===== config.mk =====
export PLATFORM = sky130hd
export DESIGN_NAME = rcm_ctrl
export DESIGN_NICKNAME = d
export VERILOG_FILES = /design/src/sv/rcm_pkg.sv /design/src/sv/rcm_ctrl.sv
export SDC_FILE = /design/constraint.sdc
export NUM_CORES = 1
export LEC_CHECK = 0
export BUFFER_PORTS_ARGS = -buffer_cell sky130_fd_sc_hd__buf_2
export CAP_MARGIN = 20
export CORE_ASPECT_RATIO = 2
export CORE_MARGIN = 2
export CORE_UTILIZATION = 47
export CTS_BUF_LIST = sky130_fd_sc_hd__clkbuf_16
export DETAILED_ROUTE_END_ITERATION = 10
export PLACE_DENSITY = 0.73
export SYNTH_ARGS = -nofsm -noshare
export SYNTH_HDL_FRONTEND = slang
export SYNTH_SLANG_ARGS = --single-unit

===== constraint.sdc =====
create_clock -name i_clk -period 2.5 [get_ports i_clk]
set_input_delay 0.375 -clock i_clk [delete_from_list [all_inputs] [get_ports i_clk]]
set_output_delay 0.375 -clock i_clk [all_outputs]
set_load 0.05 [all_outputs]

===== src/sv/rcm_pkg.sv =====
// shared types, register and opcode codes for the roulette breeding engine
// no dependencies
`default_nettype none

package rcm_pkg;

    localparam int VAL_W  = 32;
    localparam int DRAW_W = 16;
    localparam int ADDR_W = 4;

    typedef enum logic [1:0] {
        OP_SCORE  = 2'd0,
        OP_GENE   = 2'd1,
        OP_SELECT = 2'd2,
        OP_CHILD  = 2'd3
    } t_op;

    typedef enum logic [1:0] {
        REG_ACTIVE = 2'd0,
        REG_THRESH = 2'd1,
        REG_LRATE  = 2'd2,
        REG_NONE   = 2'd3
    } t_reg;

    typedef struct packed {
        logic capture;
        logic sel_init;
        logic clr_wr;
        logic wr;
        logic rd_en;
        logic rd_scan;
        logic mul;
        logic gene_rd;
        logic step;
        logic pick;
        logic emit;
    } t_cmd;

    // floor(p / 65535) by folding the high part back onto the low part
    function automatic logic [31:0] div_65535(input logic [47:0] p);
        logic [32:0] s1;
        logic [17:0] s2;
        logic [1:0]  e;
        s1 = {1'b0, p[47:16]} + {17'd0, p[15:0]};
        s2 = {1'b0, s1[32:16]} + {2'd0, s1[15:0]};
        if (s2 >= 18'd131070) begin
            e = 2'd2;
        end else if (s2 >= 18'd65535) begin
            e = 2'd1;
        end else begin
            e = 2'd0;
        end
        return 32'(p[47:16] + {15'd0, s1[32:16]} + {30'd0, e});
    endfunction

endpackage

`default_nettype wire


===== src/sv/rcm_ctrl.sv =====
// sequencer: clearing pass, score sum, roulette scan, gene and load steps
// depends on rcm_pkg
`default_nettype none

module rcm_ctrl #(
    parameter int POPULATION = 64,
    parameter int ORG_W      = 6
) (
    input  wire logic        i_clk,
    input  wire logic        i_rst_n,
    input  wire logic        i_start,
    input  wire logic [1:0]  i_opcode,
    input  wire logic [6:0]  i_active,
    output logic             o_busy,
    output rcm_pkg::t_cmd    o_cmd,
    output logic [ORG_W-1:0] o_idx,
    output logic [ORG_W-1:0] o_last
);
    import rcm_pkg::*;

    typedef enum logic [3:0] {
        S_CLR, S_IDLE, S_WRITE, S_SUM, S_SUMW, S_MUL, S_SCAN,
        S_DR1, S_DR2, S_PICK, S_GRD, S_GQ, S_GOUT
    } t_state;

    t_state           r_state, n_state;
    logic [ORG_W-1:0] r_idx, n_idx;
    logic             r_busy;
    logic             accept;

    always_comb begin
        if (i_active == 7'd0) begin
            o_last = '0;
        end else if (32'(i_active) > POPULATION) begin
            o_last = ORG_W'(POPULATION - 1);
        end else begin
            o_last = ORG_W'(32'(i_active) - 32'd1);
        end
    end

    assign accept = (r_state == S_IDLE) && i_start;

    always_comb begin
        n_state = r_state;
        n_idx   = r_idx;
        case (r_state)
            S_CLR: begin
                n_idx = r_idx + 1'b1;
                if (32'(r_idx) == POPULATION - 1) begin
                    n_state = S_IDLE;
                    n_idx   = '0;
                end
            end
            S_IDLE: begin
                if (i_start) begin
                    n_idx = '0;
                    case (t_op'(i_opcode))
                        OP_SELECT: n_state = S_SUM;
                        OP_CHILD:  n_state = S_GRD;
                        default:   n_state = S_WRITE;
                    endcase
                end
            end
            S_WRITE: n_state = S_IDLE;
            S_SUM: begin
                n_idx = r_idx + 1'b1;
                if (r_idx == o_last) begin
                    n_state = S_SUMW;
                    n_idx   = '0;
                end
            end
            S_SUMW: n_state = S_MUL;
            S_MUL:  n_state = S_SCAN;
            S_SCAN: begin
                n_idx = r_idx + 1'b1;
                if (r_idx == o_last) begin
                    n_state = S_DR1;
                    n_idx   = '0;
                end
            end
            S_DR1:  n_state = S_DR2;
            S_DR2:  n_state = S_PICK;
            S_PICK: n_state = S_IDLE;
            S_GRD:  n_state = S_GQ;
            S_GQ:   n_state = S_GOUT;
            S_GOUT: n_state = S_IDLE;
            default: n_state = S_IDLE;
        endcase
    end

    always_ff @(posedge i_clk) begin
        if (!i_rst_n) begin
            r_state <= S_CLR;
            r_idx   <= '0;
            r_busy  <= 1'b1;
        end else begin
            r_state <= n_state;
            r_idx   <= n_idx;
            r_busy  <= (n_state != S_IDLE);
        end
    end

    always_comb begin
        o_cmd          = '0;
        o_cmd.capture  = accept;
        o_cmd.sel_init = accept && (t_op'(i_opcode) == OP_SELECT);
        o_cmd.clr_wr   = (r_state == S_CLR);
        o_cmd.wr       = (r_state == S_WRITE);
        o_cmd.rd_en    = (r_state == S_SUM) || (r_state == S_SCAN);
        o_cmd.rd_scan  = (r_state == S_SCAN);
        o_cmd.mul      = (r_state == S_MUL);
        o_cmd.gene_rd  = (r_state == S_GRD);
        o_cmd.step     = (r_state == S_GQ);
        o_cmd.pick     = (r_state == S_PICK);
        o_cmd.emit     = (r_state == S_WRITE) || (r_state == S_PICK) || (r_state == S_GOUT);
    end

    assign o_busy = r_busy;
    assign o_idx  = r_idx;

endmodule

`default_nettype wire


==> summary.txt <==
cts bufs inserted: 3
Port Buffers: 35
Critical Path RT: 2650 ps
pre-CTS setup slack: -428 ps
clk_skew: 5.45 ps
met1 wire length: 1560 microns
WL met3: 125 microns
Crit. End Element: register
Cell Pwr Density: 367 nW/um^2
worst path arrival time: 2610 ps
power share of the clock group: 43.0%
GRT Util Overall: 29.1%
measured slew at the worst slew-check pin: 489 ps
Die Ht: 78.9 microns
syn_nets: 189
fin crit period: 2470 ps
max_slew headroom: 67.4%
CP Cell Sequence: buf_12, inv_16, ha_4, or4b_4, o21a_1, or3_1, o211ai_2, and2_4, buf_6, a21oi_4, o41ai_2
routed wl met2: 2900 microns
Worst path slowest cell: or4b_4
drt pass-1 iters: 4
Worst Slack Setup Final: 35.0 ps
Lkg Pwr: 0.803 nW
Final period util: 98.6%
via count: 1,638
number of synthesized register bits: 11
crit-path max FO: 7
switch share: 32.0%
total wire length: 4760 microns
clock-pin slew on the worst setup and hold paths: 50 ps
drt wl/cell: 18.1 microns
vias in the first global route: 1,675
critical path class: primary input to register
initial antenna violation count: 0
max_cap viols: 0
Longest Clk Path Bufs: 2
Peak Freq: 406 MHz
Internal Power: 0.000479 W
synth unique cells: 60
Slew Viols, Final: 0
CTS tree: done
Core Region: 2700 sq um
Top FF cell, synth: dfxtp_1
filler instances: 216
Synth Instances: 174
Top Ports: 36
Hold Violations, Final: 0
Top Layer Used: met4
syn avg cell area: 7.58 sq um
VDD IR max: 326 uV
Die ar.: 3270 sq um
combinational share of power: 30.4%
Startpoint Class: primary input
P_sw: 0.000226 W
yosys warns: 0
die width: 41.5 microns
Antenna Cells: 0
Hold Buf Count CTS: 0
GR Overflow Total: 0
share of total power in sequential cells: 26.7%
DP Cell Count: 255
root buf cell: clkbuf_16
Hold Crit Class: primary input to register
CTS H-tree lvls: 1
DRT antenna net count: 0
clock sink count: 11
RSZ-0062 raised after global routing: true
Total Nets Final: 250
layout cells sized above 1: 47.0%
synth-to-layout area growth: 45.9%
vias per cell: 6.23
GPL Wtd Cong: 0.950
Post-route DRC: 0
status: finished, final reports clean
Async S/R FF share, synth: 0%
Post-Syn Area: 1320 sq um
Rows: 27
Initial Util: 48.8%
sequential area share after synthesis: 16.7%
setup violators final: 0
placed wire-length estimate: 3580 microns
EDFF count, synth: 0
first-pass GRT wire length: 7490 microns
Layout Cells excl Fill: 263
worst skew pair latency: 250 ps
CP max stage delay: 520 ps
largest net degree at the start of global routing: 18
DRT iter0 DRCs: 82
## registers in the layout, indices dropped and copies added (netlist names)
name and count:
r_state 4, o_busy 1, o_idx 6
## per-stage QoR
stage | power, W | hold slack, ps | utilization [%] | cell area (sq um) | TNS (ps)
detailed placement | 0.000380 | 639 | 63.9 | 1730 | -3410
global route | 0.000723 | 468 | 71.2 | 1920 | -175
finish | 0.000705 | 423 | 71.2 | 1920 | 0
global placement | 0.000375 | 633 | 63.9 | 1730 | -2790
CTS | 0.000680 | 426 | 67.5 | 1820 | 0
floorplan | 0.000309 | 536 | - | 1380 | -616
## cell usage in the layout (no fill, tap or decap), drive strengths merged, types with 3 or more instances in the layout
cell type / instances
a21oi: 12
a31oi: 5
a32o: 4
buf: 69
clkbuf: 3
dfxtp: 11
ha: 3
inv: 7
nand2: 12
nand2b: 6
nand3: 8
nand4: 3
nor2: 17
nor3: 4
nor3b: 3
nor4: 7
nor4b: 4
o21a: 4
o21ai: 10
or2: 6
## cells in the mapped netlist, types with 3 or more instances
cell      count  share of area [%]
a21oi_1      12                4.6
nand2_1      12                3.4
nor4_1        7                3.3
o21ai_0       9                3.4
nand4_1       3                1.4
dfxtp_1      11                 17
nand2b_1      6                2.8
a32o_2        3                2.6
or2_2         4                1.9
a31oi_1       4                1.9
ha_1          3                2.8
nor4b_1       3                2.0
nor3_1        4                1.5
inv_1         7                2.0
clkbuf_1      4                1.1
o21a_1        4                2.3
nand3_1       8                3.0
nor2_1       16                4.6
buf_6         4                3.4
## logic make-up after synthesis
group	count (synthesis)	synth area share, %
flip-flops	11	16.7
XOR/XNOR	3	1.99
AND/OR/NAND/NOR	78	33.8
adder cells (fa/ha/maj)	3	2.85
buffers and inverters	20	8.92
AO/OA/AOI/OAI	58	34.9
multiplexers	1	0.854
## path summary, 6_finish.rpt
path	from	to	slack [ps]	cells past startpoint
worst max-delay path	i_active[1]	r_state[2]$_SDFF_PN0_	30	11
worst min register to register	o_idx[1]$_SDFFE_PN0P_	o_idx[1]$_SDFFE_PN0P_	660	1
worst max register to register	r_state[1]$_SDFF_PN0_	o_busy$_SDFF_PN1_	310	7
worst min-delay path	i_opcode[1]	o_busy$_SDFF_PN1_	420	3
## cell type report
cell class	count	area, sq um	share of cell area, %
multi-input combinational	143	1070	55.9
tap	29	36.3	1.89
clock buffer	3	75.1	3.90
sequential	11	220	11.4
clock inverter	1	5.00	0.260
timing repair buffer	69	463	24.1
inverter	7	50.0	2.60
## what timing repair did
| item | CTS | global route |
|---|---|---|
| gates resized for setup | 4 | 18 |
| endpoints found under the setup margin | 9 | 10 |
| cloned | 0 | 0 |
| setup buffers | 0 | 4 |
| hold endpoints to repair | 0 | 0 |
| pin swaps | 1 | 10 |
## routing by layer
metal  GRT usage (%)  up-vias
met2            61.3       56
met4            16.5        0
met1            25.0      779
li1                -      787
met5               0        -
met3            1.59       16
## worst max-delay path: cells and delay by family
family / cells / cell delay (ps)
AO/OA/AOI/OAI: 4 / 720
AND/OR/NAND/NOR: 3 / 1110
adder cells (fa/ha/maj): 1 / 120
buffers and inverters: 3 / 270
## power groups by stage
stage | clock [W] | sequential, W | combinational, W
after global routing | 0.000307 | 0.000188 | 0.000228
final | 0.000303 | 0.000188 | 0.000214
after floorplan | 0 | 0.000206 | 0.000103
after CTS | 0.000297 | 0.000188 | 0.000195
after detailed placement | 0 | 0.000191 | 0.000189
after global placement | 0 | 0.000191 | 0.000185
(Power assumes the default switching activity.)
