===== config.mk =====
export PLATFORM = sky130hd
export DESIGN_NAME = rcm_cfg
export DESIGN_NICKNAME = d
export VERILOG_FILES = /design/src/sv/rcm_pkg.sv /design/src/sv/rcm_cfg.sv
export SDC_FILE = /design/constraint.sdc
export NUM_CORES = 1
export LEC_CHECK = 0
export BUFFER_PORTS_ARGS = -buffer_cell sky130_fd_sc_hd__buf_4
export CORE_AREA = 8 8 93 95
export CTS_CLUSTER_SIZE = 24
export DETAILED_ROUTE_END_ITERATION = 8
export DIE_AREA = 0 0 101 103
export GPL_TIMING_DRIVEN = 0
export HOLD_SLACK_MARGIN = 0.06
export PLACE_DENSITY = 0.69
export SLEW_MARGIN = 40
export SYNTH_ARGS = -nofsm -noshare
export SYNTH_HDL_FRONTEND = slang
export SYNTH_SLANG_ARGS = --single-unit

===== constraint.sdc =====
create_clock -name i_clk -period 1.6 [get_ports i_clk]
set_input_delay 0.16 -clock i_clk [delete_from_list [all_inputs] [get_ports i_clk]]
set_output_delay 0.16 -clock i_clk [all_outputs]
set_load 0.02 [all_outputs]

===== src/sv/rcm_pkg.sv =====
// shared types, register and opcode codes for the roulette breeding engine
// no dependencies
`default_nettype none

package rcm_pkg;

    localparam int VAL_W  = 32;
    localparam int DRAW_W = 16;
    localparam int ADDR_W = 4;

    typedef enum logic [1:0] {
        OP_SCORE  = 2'd0,
        OP_GENE   = 2'd1,
        OP_SELECT = 2'd2,
        OP_CHILD  = 2'd3
    } t_op;

    typedef enum logic [1:0] {
        REG_ACTIVE = 2'd0,
        REG_THRESH = 2'd1,
        REG_LRATE  = 2'd2,
        REG_NONE   = 2'd3
    } t_reg;

    typedef struct packed {
        logic capture;
        logic sel_init;
        logic clr_wr;
        logic wr;
        logic rd_en;
        logic rd_scan;
        logic mul;
        logic gene_rd;
        logic step;
        logic pick;
        logic emit;
    } t_cmd;

    // floor(p / 65535) by folding the high part back onto the low part
    function automatic logic [31:0] div_65535(input logic [47:0] p);
        logic [32:0] s1;
        logic [17:0] s2;
        logic [1:0]  e;
        s1 = {1'b0, p[47:16]} + {17'd0, p[15:0]};
        s2 = {1'b0, s1[32:16]} + {2'd0, s1[15:0]};
        if (s2 >= 18'd131070) begin
            e = 2'd2;
        end else if (s2 >= 18'd65535) begin
            e = 2'd1;
        end else begin
            e = 2'd0;
        end
        return 32'(p[47:16] + {15'd0, s1[32:16]} + {30'd0, e});
    endfunction

endpackage

`default_nettype wire


===== src/sv/rcm_cfg.sv =====
// configuration registers behind the apb-style port
// depends on rcm_pkg
`default_nettype none

module rcm_cfg (
    input  wire logic                       i_clk,
    input  wire logic                       i_rst_n,
    input  wire logic                       psel,
    input  wire logic                       penable,
    input  wire logic                       pwrite,
    input  wire logic [rcm_pkg::ADDR_W-1:0] paddr,
    input  wire logic [31:0]                pwdata,
    output logic      [31:0]                prdata,
    output logic                            pready,
    output logic      [6:0]                 o_active,
    output logic      [15:0]                o_thresh,
    output logic      [31:0]                o_lrate
);
    import rcm_pkg::*;

    logic [6:0]  r_active;
    logic [15:0] r_thresh;
    logic [31:0] r_lrate;
    t_reg        sel;

    assign sel    = t_reg'(paddr[3:2]);
    assign pready = 1'b1;

    always_ff @(posedge i_clk) begin
        if (!i_rst_n) begin
            r_active <= 7'd64;
            r_thresh <= 16'd0;
            r_lrate  <= 32'd65536;
        end else if (psel && penable && pwrite) begin
            case (sel)
                REG_ACTIVE: r_active <= pwdata[6:0];
                REG_THRESH: r_thresh <= pwdata[15:0];
                REG_LRATE:  r_lrate  <= pwdata;
                default: ;
            endcase
        end
    end

    always_comb begin
        case (sel)
            REG_ACTIVE: prdata = {25'd0, r_active};
            REG_THRESH: prdata = {16'd0, r_thresh};
            REG_LRATE:  prdata = r_lrate;
            default:    prdata = 32'd0;
        endcase
    end

    assign o_active = r_active;
    assign o_thresh = r_thresh;
    assign o_lrate  = r_lrate;

endmodule

`default_nettype wire


==> summary.md, run 1 <==
| Metric | Value |
|---|---|
| CP peak stage delay | `0.37 ns` |
| CTS Root Cell | `clkbuf_8` |
| Period minus WS final | `1.451 ns` |
| Setup CP Type | `in2out` |
| Design Power | `2.508 mW` |
| GRT Util Overall | `15.10%` |
| CTS clk-pin slew, worst paths | `0.10 ns` |
| Grt total ovfl | `0` |
| RSZ-0062 raised after global routing | `no` |
| Pre-CTS setup slack | `-0.06336 ns` |
| PD cells | `685.5 nW/um2` |
| Global-route wire length before repair | `12.41 mm` |
| Final instance area | `3659 um2` |
| Worst rel slew slack | `58.32%` |
| Final TNS setup | `0 ns` |
| Fraction of layout instances using a drive strength above 1 | `36.43%` |
| Fin. Hold Viols | `0` |
| CTS Sinks | `55` |
| Status | `completed` |
| Routed len/inst | `16.05 um` |
| CP top delay family | `buffers and inverters` |
| Initial Util | `35.15%` |
| I/O Buffers | `124` |
| Max Freq | `0.6894 GHz` |
| Worst slew pin tran | `0.6252 ns` |
| Post-DP Area | `3563 um2` |
| Antenna cells | `0` |
| Residual DRC count | `0` |
| Core area | `7137 um2` |
| Area grow syn2layout | `45.84%` |
| Fillcell total | `724` |
| Critical Path Sink Type | `output port` |
| Most common cell on crit path | `buf_4` |
| Core Util, Final | `51.26%` |
| Final wirelength | `8.151 mm` |
| Crit path buf inv count | `4` |
| Initial drt markers | `51` |
| CTS tree | `done` |
| Reg2Reg Setup Slack | `0.92 ns` |
| Finish-stage setup viols | `0` |
| Number of global-route vias before repair | `2403` |
| Setup slack after layout | `0.1494 ns` |
| # hold bufs at CTS | `0` |
| TritonRoute pass-1 iters | `4` |
| Ys Warns | `0` |
| Hold crit path type | `in2reg` |
| Placed cell count | `500` |
| Largest net degree at the start of global routing | `19` |
| Crit start category | `input port` |
| Finished Layout Cells | `508` |
| Fin crit share | `90.66%` |
| Post-Synthesis Cells | `277` |
| Final Max Tran Viols | `0` |
| Seq/Total Area, Yosys | `43.89%` |
| Clk buf depth | `2` |
| Post-synthesis register bit count | `55` |
| Avg Cell Area, Syn | `9.057 um2` |
| LEAKAGE | `1.661 nW` |
| I/O pin total | `129` |
| CP Data Required Time | `1.44 ns` |
| Row Count | `31` |
| Die Y | `103 um` |
| Critical-path top delay cell | `clkbuf_1` |
| Vias | `2356` |
| CP Max Fanout | `10` |
| Synth Cell Area | `2509 um2` |
| # Max-Cap Violations | `0` |
| Fin Clk Skew | `0 ns` |
| Die Wd | `101 um` |
| Die area | `10400 um2` |
| Crit path cell chain | `buf_4, nor2b_1, buf_2, clkbuf_1, and2_1, buf_4` |
| Dpl hpwl | `6.236 mm` |
| CTS H-tree depth | `2` |
| Num CTS Buffers | `5` |
| Worst hold slack | `0.09943 ns` |
| Arr. time, crit path | `1.29 ns` |
| Vias per cell | `4.638` |
| Fin nets | `449` |
| Clk Latency, worst-skew pair | `0.31 ns` |
| VDD IR max | `0.2837 mV` |
| Initial antenna violation count | `0` |
| Post-synthesis cell type count | `23` |
| Post-synthesis net count | `318` |
| GPL Wtd Cong | `0.7561` |
| Antenna Nets Post-Route | `0` |
[where the power goes]
group / switching, mW / internal, mW / total, mW / leakage, nW
logic: 0.175 / 0.147 / 0.322 / 1.18
registers: 0.0145 / 1.39 / 1.40 / 0.444
clock network: 0.470 / 0.314 / 0.785 / 0.0408
[routing by layer]
layer	share of wire [%]	global-route usage, %
met1	41	17.20
met2	50	26.64
met3	7.9	4.862
met4	0.96	3.895
met5	0	0
[cells in the final DEF, fill, tap and decap left out, drive strengths merged]
| master | netlist | final |
|---|---|---|
| nor2b | 2 | 2 |
| nand2 | 91 | 91 |
| and3 | 1 | 1 |
| clkinvlp | 0 | 2 |
| nand3 | 2 | 2 |
| a22o | 9 | 9 |
| inv | 2 | 3 |
| mux2i | 60 | 60 |
| or3 | 1 | 1 |
| o31ai | 1 | 1 |
| dfxtp | 55 | 55 |
| conb | 1 | 1 |
| clkbuf | 11 | 16 |
| o211ai | 2 | 2 |
| buf | 14 | 138 |
| o21ai | 7 | 7 |
| and2 | 18 | 18 |
[worst paths after layout]
check	start	end	depth (start not counted)
worst min register to register	o_lrate[22]$_SDFFE_PN0P_	o_lrate[22]$_SDFFE_PN0P_	2
worst min-delay path	pwdata[27]	o_lrate[27]$_SDFFE_PN0P_	3
worst max register to register	o_lrate[16]$_SDFFE_PN1P_	o_lrate[16]$_SDFFE_PN1P_	2
worst max-delay path	paddr[2]	prdata[20]	6
[sequential cells by signal, indices dropped and copies added (netlist names)]
register	flops
o_active	7
o_lrate	32
o_thresh	16
[worst min-delay path, stage by stage]
cell	delay [ns]
buf_4	0.11
nand2_1	0.04
mux2i_1	0.05
[layout make-up]
cell class | instances | area [um2] | area share [%]
timing repair buffer | 124 | 930.9 | 25.44
multi-input combinational | 195 | 1240 | 33.89
buffer | 25 | 162.7 | 4.446
inverter | 2 | 7.507 | 0.2052
clock buffer | 5 | 68.82 | 1.881
tap | 99 | 123.9 | 3.386
clock inverter | 3 | 23.77 | 0.6498
sequential | 55 | 1101 | 30.10
[what timing repair did]
action                     in CTS  in global routing
cloned                          0                  0
setup buffers                   0                  0
resized for setup               1                  2
pin swaps                       0                  0
setup endpoints to repair      10                  9
[cells in the mapped netlist (all sizes together)]
cell / instances / area [um2]
o211ai: 2 / 15.01
nor2b: 2 / 20.02
o21ai: 7 / 35.03
clkbuf: 11 / 41.29
a22o: 9 / 78.83
and2: 18 / 115.1
dfxtp: 55 / 1101
buf: 14 / 118.9
inv: 2 / 7.510
mux2i: 60 / 600.6
nand3: 2 / 10.01
or3: 1 / 6.260
conb: 1 / 3.750
nand2: 91 / 341.6
o31ai: 1 / 7.510
and3: 1 / 6.260
[cell families (layout without fill, tap and decap cells)]
logic type      Yosys count  in the layout  share of synthesized area [%]
mux                      60             60                          23.94
other cells               1              1                         0.1495
buf+inv                  27            159                          6.683
simple gates            115            115                          19.90
flops                    55             55                          43.89
compound gates           19             19                          5.436
(Power assumes the default switching activity.)
==> inputs of run 2 (changes only) <==
- HOLD_SLACK_MARGIN: 0.06 -> 0.1
- clock period: 1.6 -> 1.7 ns (I/O delays scaled with it)
==> summary.md, run 2 (synthesis gave the netlist of run 1 again) <==
| Metric | Value |
|---|---|
| Initial antenna violation count | `0` |
| Finished Layout Cells | `509` |
| Largest net degree at the start of global routing | `19` |
| Die Wd | `101 um` |
| Antenna cells | `0` |
| Critical R2R Capture | `o_active[6]$_SDFFE_PN1P_` |
| Status | `completed` |
| Initial Util | `35.15%` |
| Antenna Nets Post-Route | `0` |
| Die area | `10400 um2` |
| CTS Sinks | `55` |
| Critical-path top delay cell | `clkbuf_1` |
| Most common cell after layout, fill and taps aside | `buf_4` |
| Finish-stage setup viols | `0` |
| Critical Path Sink Type | `output port` |
| Routed len/inst | `16.08 um` |
| CP Data Required Time | `1.53 ns` |
| CP Max Fanout | `10` |
| I/O pin total | `129` |
| Clk Latency, worst-skew pair | `0.31 ns` |
| CTS H-tree depth | `2` |
| CP peak stage delay | `0.44 ns` |
| Vias | `2366` |
| I/O Buffers | `124` |
| CTS tree | `done` |
| Hold crit path type | `in2reg` |
| Die Y | `103 um` |
| RSZ-0062 raised after global routing | `no` |
| Num CTS Buffers | `5` |
| Reg-to-reg critical path startpoint | `o_active[6]$_SDFFE_PN1P_` |
| Global-route wire length before repair | `12.41 mm` |
| Fin nets | `450` |
| Final TNS setup | `0 ns` |
| Final Max Tran Viols | `0` |
| Core Util, Final | `51.39%` |
| Crit. Startpoint | `paddr[2]` |
| Area grow syn2layout | `46.18%` |
| Initial drt markers | `47` |
| Crit path cell chain | `buf_4, nor2b_1, buf_2, clkbuf_1, a22o_1, buf_4` |
| Setup CP Type | `in2out` |
| # Max-Cap Violations | `0` |
| GRT Util Overall | `15.10%` |
| Multi-input logic area | `1240 um2` |
| Most common cell on crit path | `buf_4` |
| Vias per cell | `4.648` |
| PD cells | `644.7 nW/um2` |
| Max FFs per register | `32` |
| Row Count | `31` |
| End of the critical path | `prdata[15]` |
| Fraction of layout instances using a drive strength above 1 | `36.10%` |
| Worst rel slew slack | `58.31%` |
| Fin Clk Skew | `0 ns` |
| FF-to-FF path depth | `2` |
| Worst hold slack | `0.1094 ns` |
| Fillcell total | `724` |
| Arr. time, crit path | `1.40 ns` |
| Core area | `7137 um2` |
| GPL Wtd Cong | `0.7561` |
| LEAKAGE | `1.662 nW` |
| Period minus WS final | `1.572 ns` |
| TritonRoute pass-1 iters | `4` |
| Worst slew pin tran | `0.6254 ns` |
| Max Freq | `0.6361 GHz` |
| Placed cell count | `500` |
| Register Area | `1101 um2` |
| VDD IR max | `0.2666 mV` |
| Number of global-route vias before repair | `2403` |
| Clk buf depth | `2` |
| Reg2Reg Setup Slack | `1.03 ns` |
| Grt total ovfl | `0` |
| Commonest cells after routing, fill and taps aside | `buf_4 (129), nand2_1 (91), mux2i_1 (60)` |
| CTS Root Cell | `clkbuf_8` |
| Design Power | `2.364 mW` |
| Dpl hpwl | `6.236 mm` |
| CTS clk-pin slew, worst paths | `0.10 ns` |
| Final wirelength | `8.183 mm` |
| Fin. Hold Viols | `0` |
| Residual DRC count | `0` |
| Fin crit share | `92.47%` |
| Crit start category | `input port` |
run 2: cell types whose count changed in the layout (fill, tap and decap cells not counted):
cell	delta
clkbuf_1	+1
clkbuf_2	-1
dlygate4sd3_1	+1
run 2: metrics by stage:
| step | area [um2] | setup slack, ns |
|---|---|---|
| floorplan | 2509 | 0.5043 |
| global placement | 3563 | 0.01878 |
| detailed placement | 3563 | 0.01664 |
| CTS | 3656 | 0.01021 |
| global route | 3667 | 0.02889 |
| finish | 3667 | 0.1280 |
run 2: worst min path at each step:
stage	start	end	slack, ns	depth (start not counted)
final	pwdata[27]	o_lrate[27]$_SDFFE_PN0P_	0.11	3
after global routing	pwdata[24]	o_lrate[24]$_SDFFE_PN0P_	0.11	3
after CTS	pwdata[26]	o_lrate[26]$_SDFFE_PN0P_	0.10	3
after detailed placement	pwdata[27]	o_lrate[27]$_SDFFE_PN0P_	0.44	3
after global placement	pwdata[26]	o_lrate[26]$_SDFFE_PN0P_	0.43	3
after floorplan	pwdata[17]	o_lrate[17]$_SDFFE_PN0P_	0.31	2
run 2: area by class of cell:
| class | instances | share of cell area (%) |
|---|---|---|
| plain buffers | 25 | 4.401 |
| clock buffers | 5 | 1.876 |
| clock inverters | 3 | 0.6482 |
| inverters | 2 | 0.2047 |
| multi-input cells | 195 | 33.81 |
| flip-flops and latches | 55 | 30.02 |
| well taps | 99 | 3.378 |
| repair buffers | 125 | 25.66 |
run 2: routing by layer:
layer  GRT usage (%)  vias up  share of wire, %  routed length [um]
met3           4.862        7               7.6                 624
li1                -     1173                 -                   -
met4           3.895        0              0.95                  78
met2           26.64       78                50                4085
met1           17.20     1108                41                3394
met5               0        -                 0                   0
run 2: repair_timing:
| action | CTS | global route |
|---|---|---|
| resized for setup | 0 | 2 |
| hold buffers | 0 | 1 |
| buffers inserted | 0 | 0 |
| hold endpoints to repair | 0 | 1 |
| setup endpoints to repair | 0 | 5 |
run 2: worst max-delay path: cells and delay by family:
family / cells / cell delay [ns]
buffers and inverters: 4 / 0.91
AO/OA/AOI/OAI: 1 / 0.23
AND/OR/NAND/NOR: 1 / 0.09
run 2: power breakdown:
group | switching, mW | internal (mW)
sequential | 0.0135 | 1.30
combinational | 0.166 | 0.140
clock | 0.445 | 0.296
total | 0.624 | 1.74
==> inputs of run 3 (changes only) <==
- CTS_BUF_LIST: unset -> sky130_fd_sc_hd__clkbuf_16
- GPL_TIMING_DRIVEN: 0 -> unset
- SLEW_MARGIN: 40 -> unset
==> summary.md, run 3 (synthesis gave the netlist of run 1 again) <==
| Metric | Value |
|---|---|
| Die Wd | `101 um` |
| Crit path depth | `3` |
| Max FFs per register | `32` |
| # Max-Cap Violations | `0` |
| I/O Buffers | `125` |
| PD cells | `713.7 nW/um2` |
| Area grow syn2layout | `44.79%` |
| I/O pin total | `129` |
| Vias | `2225` |
| Crit path cell chain | `mux2i_1, o21ai_0, buf_4` |
| Fraction of layout instances using a drive strength above 1 | `36.73%` |
| Grt total ovfl | `0` |
| Crit start category | `flop` |
| Switching power total | `614.9 uW` |
| Clk buf depth | `2` |
| Fin nets | `432` |
| Fin Clk Skew | `0 ns` |
| Period minus WS final | `1.284 ns` |
| Max Freq | `0.7791 GHz` |
| # hold bufs at CTS | `0` |
| Comb pwr share | `11.0%` |
| Antenna Nets Post-Route | `0` |
| Setup Buffers After CTS | `0` |
| CTS resizes | `0` |
| VDD IR max | `0.3512 mV` |
| FF-to-FF path depth | `2` |
| Initial drt markers | `66` |
| Setup CP Type | `reg2out` |
| Die Y | `103 um` |
| End of the critical path | `prdata[1]` |
| GRT Util Overall | `13.70%` |
| Dpl hpwl | `5.532 mm` |
| GPL Wtd Cong | `0.7699` |
| Reg2Reg Setup Slack | `1.01 ns` |
| Commonest cells after routing, fill and taps aside | `buf_4 (130), nand2_1 (91), mux2i_1 (60)` |
| Number of global-route vias before repair | `2355` |
| Initial Util | `35.15%` |
| TritonRoute pass-1 iters | `4` |
| CP Data Required Time | `1.53 ns` |
| Global-route wire length before repair | `11.40 mm` |
| Die area | `10400 um2` |
| Crit path buf inv count | `1` |
| Largest net degree at the start of global routing | `40` |
| Initial antenna violation count | `0` |
| Finish-stage setup viols | `0` |
| Sw frac | `23.72%` |
| CP peak stage delay | `0.35 ns` |
| CTS clk-pin slew, worst paths | `0.07 ns` |
| CP Max Fanout | `3` |
| Status | `completed` |
| RSZ-0062 raised after global routing | `no` |
| Fillcell total | `704` |
| Num CTS Buffers | `5` |
| Most common cell after layout, fill and taps aside | `buf_4` |
| LEAKAGE | `1.654 nW` |
| Fin crit share | `75.50%` |
| Fin. Hold Viols | `0` |
| Routed len/inst | `14.96 um` |
| CP top delay family | `flip-flops` |
| Clk pwr share | `38.2%` |
| Residual DRC count | `0` |
| Arr. time, crit path | `1.11 ns` |
| Critical Path Sink Type | `output port` |
| Row Count | `31` |
| Antenna cells | `0` |
| Hold crit path type | `in2reg` |
| Final Max Tran Viols | `0` |
| CTS Root Cell | `clkbuf_16` |
| Final wirelength | `7.346 mm` |
| Critical R2R Capture | `o_lrate[16]$_SDFFE_PN1P_` |
| Int Power | `1.977 mW` |
| Worst hold slack | `0.1313 ns` |
| Crit. Startpoint | `o_thresh[1]$_SDFFE_PN0P_` |
| Final TNS setup | `0 ns` |
| CTS tree | `done` |
| Critical-path top delay cell | `dfxtp_1` |
| Vias per cell | `4.532` |
| CTS Sinks | `55` |
| Clk Latency, worst-skew pair | `0.29 ns` |
| Reg-to-reg critical path startpoint | `o_lrate[16]$_SDFFE_PN1P_` |
| Reg power frac | `50.9%` |
| CTS H-tree depth | `2` |
| Core area | `7137 um2` |
run 3: metrics by stage:
step                area, um2  cells  power, mW  setup WS, ns  utilization (%)
floorplan                2509    277      1.501        0.5043                -
global placement         3492    483      1.631        0.4136            48.93
detailed placement       3492    483      1.637        0.4004            48.93
CTS                      3632    491      2.631        0.3924            50.89
global route             3632    491      2.698        0.3181            50.89
finish                   3632    491      2.592        0.4164            50.89
run 3: power groups by stage:
stage                     Clock (mW)  Combinational, mW  Sequential (mW)
after floorplan                    0              0.135             1.37
after detailed placement           0              0.289             1.35
after global placement             0              0.283             1.35
after CTS                       1.02              0.289             1.32
final                          0.989              0.285             1.32
after global routing            1.07              0.310             1.32
run 3: metal layers:
| metal | vias to the layer above | GRT usage (%) | share of wire [%] |
|---|---|---|---|
| met5 | - | 0 | 0 |
| met2 | 74 | 24.81 | 50 |
| met1 | 1016 | 14.66 | 41 |
| met3 | 4 | 5.402 | 8.3 |
| li1 | 1131 | - | - |
| met4 | 0 | 3.093 | 0.60 |
run 3: how the worst min path moves through the flow:
stage	start	slack, ns	depth (start not counted)	to
after floorplan	pwdata[17]	0.31	2	o_lrate[17]$_SDFFE_PN0P_
after global placement	pwdata[26]	0.43	3	o_lrate[26]$_SDFFE_PN0P_
after detailed placement	pwdata[16]	0.43	3	o_lrate[16]$_SDFFE_PN1P_
after CTS	pwdata[22]	0.13	3	o_lrate[22]$_SDFFE_PN0P_
after global routing	pwdata[31]	0.13	3	o_lrate[31]$_SDFFE_PN0P_
final	pwdata[25]	0.13	3	o_lrate[25]$_SDFFE_PN0P_
run 3: area by class of cell:
type	instances	area, um2	share of cell area, %
multi-input cells	195	1244	34.24
well taps	99	123.9	3.410
repair buffers	132	1016	27.97
inverters	2	7.507	0.2067
clock inverters	3	15.01	0.4134
flip-flops and latches	55	1101	30.31
clock buffers	5	125.1	3.445
run 3: worst register-to-register path: cells and delay by family, from the launching register on:
kind	cells	cell delay, ns
AO/OA/AOI/OAI	1	0.18
buffers and inverters	1	0.05
flip-flops	1	0.38
